File: src/hdl/msic_pkg.sv
`timescale 1ns / 1ps
`default_nettype none
package msic_pkg;

	typedef enum logic [1:0] {
		FAULT_NONE  = 2'd0,
		FAULT_ADDR  = 2'd1,
		FAULT_INSTR = 2'd2
	} fault_t;

	localparam logic [2:0] CAT_CTRL = 3'b001;
	localparam logic [2:0] CAT_REG  = 3'b010;
	localparam logic [2:0] CAT_IMM  = 3'b100;

	localparam logic [2:0] OP_NOP   = 3'd0;
	localparam logic [2:0] OP_J     = 3'd1;
	localparam logic [2:0] OP_BEQ   = 3'd2;
	localparam logic [2:0] OP_BNE   = 3'd3;
	localparam logic [2:0] OP_BGTZ  = 3'd4;
	localparam logic [2:0] OP_SW    = 3'd5;
	localparam logic [2:0] OP_LW    = 3'd6;
	localparam logic [2:0] OP_BREAK = 3'd7;

	// Register category opcodes
	localparam logic [2:0] R_XOR  = 3'd0;
	localparam logic [2:0] R_MUL  = 3'd1;
	localparam logic [2:0] R_ADD  = 3'd2;
	localparam logic [2:0] R_SUB  = 3'd3;
	localparam logic [2:0] R_AND  = 3'd4;
	localparam logic [2:0] R_OR   = 3'd5;
	localparam logic [2:0] R_ADDU = 3'd6;
	localparam logic [2:0] R_SUBU = 3'd7;

	// Immediate category opcodes
	localparam logic [2:0] I_ORI  = 3'd0;
	localparam logic [2:0] I_XORI = 3'd1;
	localparam logic [2:0] I_ADDI = 3'd2;
	localparam logic [2:0] I_SUBI = 3'd3;
	localparam logic [2:0] I_ANDI = 3'd4;
	localparam logic [2:0] I_SRL  = 3'd5;
	localparam logic [2:0] I_SRA  = 3'd6;
	localparam logic [2:0] I_SLL  = 3'd7;

	localparam logic [31:0] JUMP_MASK = 32'hF000_0000;

	// Controller to datapath commands
	typedef struct packed {
		logic load_wr;   // write loaded word at load pointer
		logic fetch;     // read instruction at pc
		logic exec;      // decode, execute, start data access
		logic finish;    // commit and emit result
	} dp_cmd_t;

	// Datapath to controller status
	typedef struct packed {
		logic stopped;
	} dp_sts_t;

endpackage
`default_nettype wire

File: src/hdl/msic_ctrl.sv
`timescale 1ns / 1ps
`default_nettype none
module msic_ctrl import msic_pkg::*; (
	input  wire logic    clk,
	input  wire logic    arst_n,
	input  wire logic    start,
	input  wire logic    kind,
	input  wire dp_sts_t sts,
	output logic         busy,
	output dp_cmd_t      cmd
);
	typedef enum logic [1:0] {S_IDLE, S_FETCH, S_EXEC, S_DONE} state_t;
	state_t state_q;

	wire logic accept = start && !busy;

	// Sequence fetch, execute, finish; loads finish in the accept cycle
	always_ff @(posedge clk or negedge arst_n) begin
		if (!arst_n) begin
			state_q <= S_IDLE;
		end else begin
			unique case (state_q)
				S_IDLE:  if (accept && kind) state_q <= S_FETCH;
				S_FETCH: state_q <= S_EXEC;
				S_EXEC:  state_q <= S_DONE;
				S_DONE:  state_q <= S_IDLE;
				default: state_q <= S_IDLE;
			endcase
		end
	end

	assign busy        = (state_q != S_IDLE);
	assign cmd.load_wr = accept && !kind;
	assign cmd.fetch   = (state_q == S_FETCH);
	assign cmd.exec    = (state_q == S_EXEC);
	assign cmd.finish  = (state_q == S_DONE);

	a_exec_after_fetch: assert property (@(posedge clk) disable iff (!arst_n)
		cmd.fetch |=> cmd.exec) else $error("exec must follow fetch");
	a_done_after_exec: assert property (@(posedge clk) disable iff (!arst_n)
		cmd.exec |=> cmd.finish) else $error("finish must follow exec");
	a_one_cmd: assert property (@(posedge clk) disable iff (!arst_n)
		$onehot0({cmd.fetch, cmd.exec, cmd.finish, cmd.load_wr}))
		else $error("commands overlap");
	a_stop_sticky: assert property (@(posedge clk) disable iff (!arst_n)
		sts.stopped |=> sts.stopped) else $error("stop cleared");
endmodule
`default_nettype wire

File: config.mk
export PLATFORM = sky130hd
export DESIGN_NAME = msic_ctrl
export DESIGN_NICKNAME = d
export VERILOG_FILES = /design/src/hdl/msic_pkg.sv /design/src/hdl/msic_ctrl.sv
export SDC_FILE = /design/constraint.sdc
export NUM_CORES = 1
export LEC_CHECK = 0
export BUFFER_PORTS_ARGS = -buffer_cell sky130_fd_sc_hd__buf_2
export CAP_MARGIN = 0
export CORE_AREA = 2 2 39 41
export DETAILED_ROUTE_END_ITERATION = 10
export DIE_AREA = 0 0 41 43
export PLACE_DENSITY_LB_ADDON = 0.3
export SETUP_SLACK_MARGIN = 0.1
export SLEW_MARGIN = 20
export SYNTH_ARGS = -nofsm -noshare
export SYNTH_HDL_FRONTEND = slang
export SYNTH_SLANG_ARGS = --single-unit
export TNS_END_PERCENT = 100
File: constraint.sdc
create_clock -name clk -period 1.5 [get_ports clk]
set_clock_uncertainty 0.2 [all_clocks]
set_input_delay 0.3 -clock clk [delete_from_list [all_inputs] [get_ports clk]]
set_output_delay 0.3 -clock clk [all_outputs]
set_load 0.02 [all_outputs]
**After elaboration in Yosys (flattened, before gate mapping)**

Index checks and enable logic that the tools add are counted.

- Equality and inequality tests: 4
- Muxes and demuxes: 2
- Reductions and logical operators: 7

Operator list:

| operator | count |
|---|---|
| 2-bit one-hot mux with 4 select lines | 1 |
| 2-bit equality test (second input constant) | 2 |
| 1-bit logical AND | 3 |
| 2-bit by 1-bit equality test with 1-bit output (second input constant) | 1 |
| 1-bit logical NOT | 2 |
| 2-bit logical NOT | 1 |
| 2-bit two-way mux | 1 |
| 2-bit inequality test (second input constant) | 1 |
| 2-bit nonzero test | 1 |

- Register bits after elaboration: 2
- Bits of input ports: 5

**Depth between registers and ports, before layout**

- Depth in word-level cells: 6
- Mapped depth: 4
- Depth with buffers taken out: 4

**Least setup slack after synthesis**

No wires, ideal clock.

- Kind: register to output
- Start point: register state_q[0]
- End point: output cmd[3] (netlist bit)
- Stages on the path, launching flop included: 5
- Slack: -0.308 ns
- Required time: 1.000 ns
- Data arrival time: 1.308 ns
- Cell sequence: dfrtp_1 > inv_1 > ha_1 > inv_1 > nor3b_1

RTL lines:

| what | line | RTL |
|---|---|---|
| start: declaration | msic_ctrl.sv:13 | `state_t state_q;` |
| start signal: assignment | msic_ctrl.sv:20 | `state_q <= S_IDLE;` |
| start signal: assignment | msic_ctrl.sv:23 | `S_IDLE: if (accept && kind) state_q <= S_FETCH;` |
| start signal: assignment | msic_ctrl.sv:24 | `S_FETCH: state_q <= S_EXEC;` |
| end: declaration | msic_ctrl.sv:10 | `output dp_cmd_t cmd` |

==> summary.md <==
| Metric | Value |
|---|---|
| Status | `complete, but fails checks` |
| Failing checks | `setup timing` |
| PwrDens | `2300 mW/mm^2` |
| CTS tree | `yes` |
| Slowest stage delay, CP | `0.37 ns` |
| Total leakage power | `0.000202 uW` |
| Register area share after synthesis | `28.0%` |
| Largest net degree at the start of global routing | `4` |
| Starting Density | `12.9%` |
| Full die area | `0.00176 mm^2` |
| # DRC | `0` |
| Crit. End Element | `primary output` |
| CP Launch Type | `flop` |
| Routed wire length | `475 um` |
| Crit path required time | `1.00 ns` |
| Synthesized cell area | `179 um^2` |
| Die W | `41 um` |
| Max clock buf depth | `2` |
| P&R area growth vs syn | `148%` |
| Achievable frequency | `600 MHz` |
| YS warnings | `0` |
| Number of placement rows | `14` |
| Worst Max-Slew Pin Slew | `0.114 ns` |
| Critical Path AT | `1.17 ns` |
| Grt total ovfl | `0` |
| Dpl cells | `42` |
| Initial drt markers | `0` |
| Max reg flops | `2` |
| Highest-delay cell along the critical path | `dfrtp_1` |
| GPL Wtd Cong | `0.636` |
| Share of layout cells above drive strength 1 | `88.9%` |
| Most frequent cells in the layout | `7 x buf_6, 6 x buf_4, 4 x ha_4, 4 x buf_2, 3 x clkbuf_4` |
| GRT Util Overall | `7.22%` |
| Fin. max-slew vios | `0` |
| Most flop-heavy register | `state_q` |
| CORE AREA | `0.00138 mm^2` |
| Final setup margin | `-0.167 ns` |
| Max-cap violations | `0` |
| Tcrit/Tclk final | `111%` |
| Critical path class | `flop to primary output` |
| Final Util | `32.1%` |
| Initial antenna violation count | `0` |
| First-pass GRT wire length | `841 um` |
| Clock Pin Slew Worst Setup and Hold Paths | `0.03 ns` |
| Antenna cell count | `0` |
| Critical Path Fanout Max | `2` |
| First-pass iteration count of the detailed router | `1` |
| Hold slack | `0.191 ns` |
| Netlist cell types | `8` |
| Die height | `43 um` |
| Hold Crit Class | `input port to asynchronous set/reset pin` |
| Peak supply drop | `0.803 mV` |
| CTS root buf | `clkbuf_4` |
| Number of H-tree levels | `1` |
| Biggest regs | `state_q x2` |
| RSZ-0062 raised after global routing | `yes` |
| CTS buffer count | `3` |
| Vias per inst | `3.52` |
| Hold Violations, Final | `0` |
| WL per Instance | `9.13 um` |
| Routed vias | `183` |
| Syn_nets | `25` |
| Detail Route Antenna Nets | `0` |
| Final Instance Count excl. Fillers | `52` |
| Number of I/O pins | `10` |
| Clk sink count | `2` |
| Vias in the first global route | `216` |
| FILL cells | `146` |
| Cell chain of the critical path | `inv_2, ha_4, inv_4, nor3b_4, buf_6` |
| Clock latency on the worst-skew pair | `0.22 ns` |
| Register bit total from synthesis | `2` |
| Post-Synthesis Cells | `15` |
| Pre-CTS WS | `0.00160 ns` |
| # setup viols final | `6` |
| Nets | `48` |
| Tmin final | `1.67 ns` |
| Most common cell after layout, fill and taps aside | `buf_6` |
| Number of I/O port buffers | `8` |
| Relative slew slack | `92.2%` |
| Syn Area/Cell | `11.9 um^2` |
[kinds of logic (layout without fill, tap and decap cells)]
| group | Yosys count | in the layout | synth area share (%) |
|---|---|---|---|
| fa+ha+maj | 5 | 5 | 35.0 |
| buf+inv | 3 | 24 | 6.29 |
| compound gates | 1 | 1 | 10.5 |
| simple gates | 2 | 2 | 6.29 |
| flops | 2 | 2 | 28.0 |
| mux | 2 | 2 | 14.0 |
[worst paths after layout]
check | from | endpoint | slack, ns | depth (start not counted)
worst max-delay path | state_q[1] | cmd[3] | -0.17 | 5
worst min-delay path | arst_n | state_q[0] | 0.19 | 2
worst max register to register | state_q[1] | state_q[1] | -0.03 | 5
worst min register to register | state_q[1] | state_q[1] | 0.47 | 2
max in group asynchronous | arst_n | state_q[1] | 0.81 | 2
min in group clk | start | state_q[1] | 0.28 | 3
[synth_stat cells, drive strengths merged]
cell type | number | area (um^2)
dfrtp | 2 | 50.1
inv | 3 | 11.3
ha | 5 | 62.6
mux2i | 1 | 10.0
nor2 | 1 | 3.75
nor3b | 1 | 7.51
a21boi | 1 | 18.8
mux2 | 1 | 15.0
[what timing repair did]
action,CTS,global route
hold buffers,1,0
pin swaps,4,2
buffers inserted,5,3
setup endpoints to repair,6,7
endpoints found under the hold margin,2,0
resized for setup,17,4
[area by class of cell]
| class | instances | area [um^2] | area share, % |
|---|---|---|---|
| flip-flops and latches | 2 | 50.0 | 11.3 |
| inverters | 3 | 13.8 | 3.10 |
| multi-input cells | 10 | 184 | 41.4 |
| well taps | 16 | 20.0 | 4.51 |
| clock buffers | 3 | 22.5 | 5.07 |
| repair buffers | 18 | 154 | 34.6 |
[report_power, final]
part           switching, uW  leakage [uW]  internal [uW]  total, uW
Sequential              18.8     0.0000235           85.5        104
Clock                   29.4     0.0000138           88.2        118
Combinational            347      0.000165            452        800
Total                    396      0.000202            626       1020
[metrics by stage]
stage / setup TNS, ns / area, um^2 / total power [uW]
3_5_place_dp: 0 / 288 / 611
5_1_grt: -0.922 / 444 / 1110
3_3_place_gp: 0 / 288 / 591
4_1_cts: -0.643 / 424 / 990
2_1_floorplan: 0 / 205 / 457
6_report: -0.624 / 444 / 1020
[worst max-delay path: cells and delay by family, from the launching register on]
kind / cells / cell delay [ns]
flops: 1 / 0.37
simple gates: 1 / 0.16
fa+ha+maj: 1 / 0.15
buf+inv: 3 / 0.26
[layer usage]
layer	vias up	wire, um	GRT usage [%]
li1	90	-	-
met1	86	156	7.05
met2	7	268	11.9
met3	0	51	1.57
met4	0	0	6.00
met5	-	0	0
No activity file was read; power rests on OpenSTA's default activity.
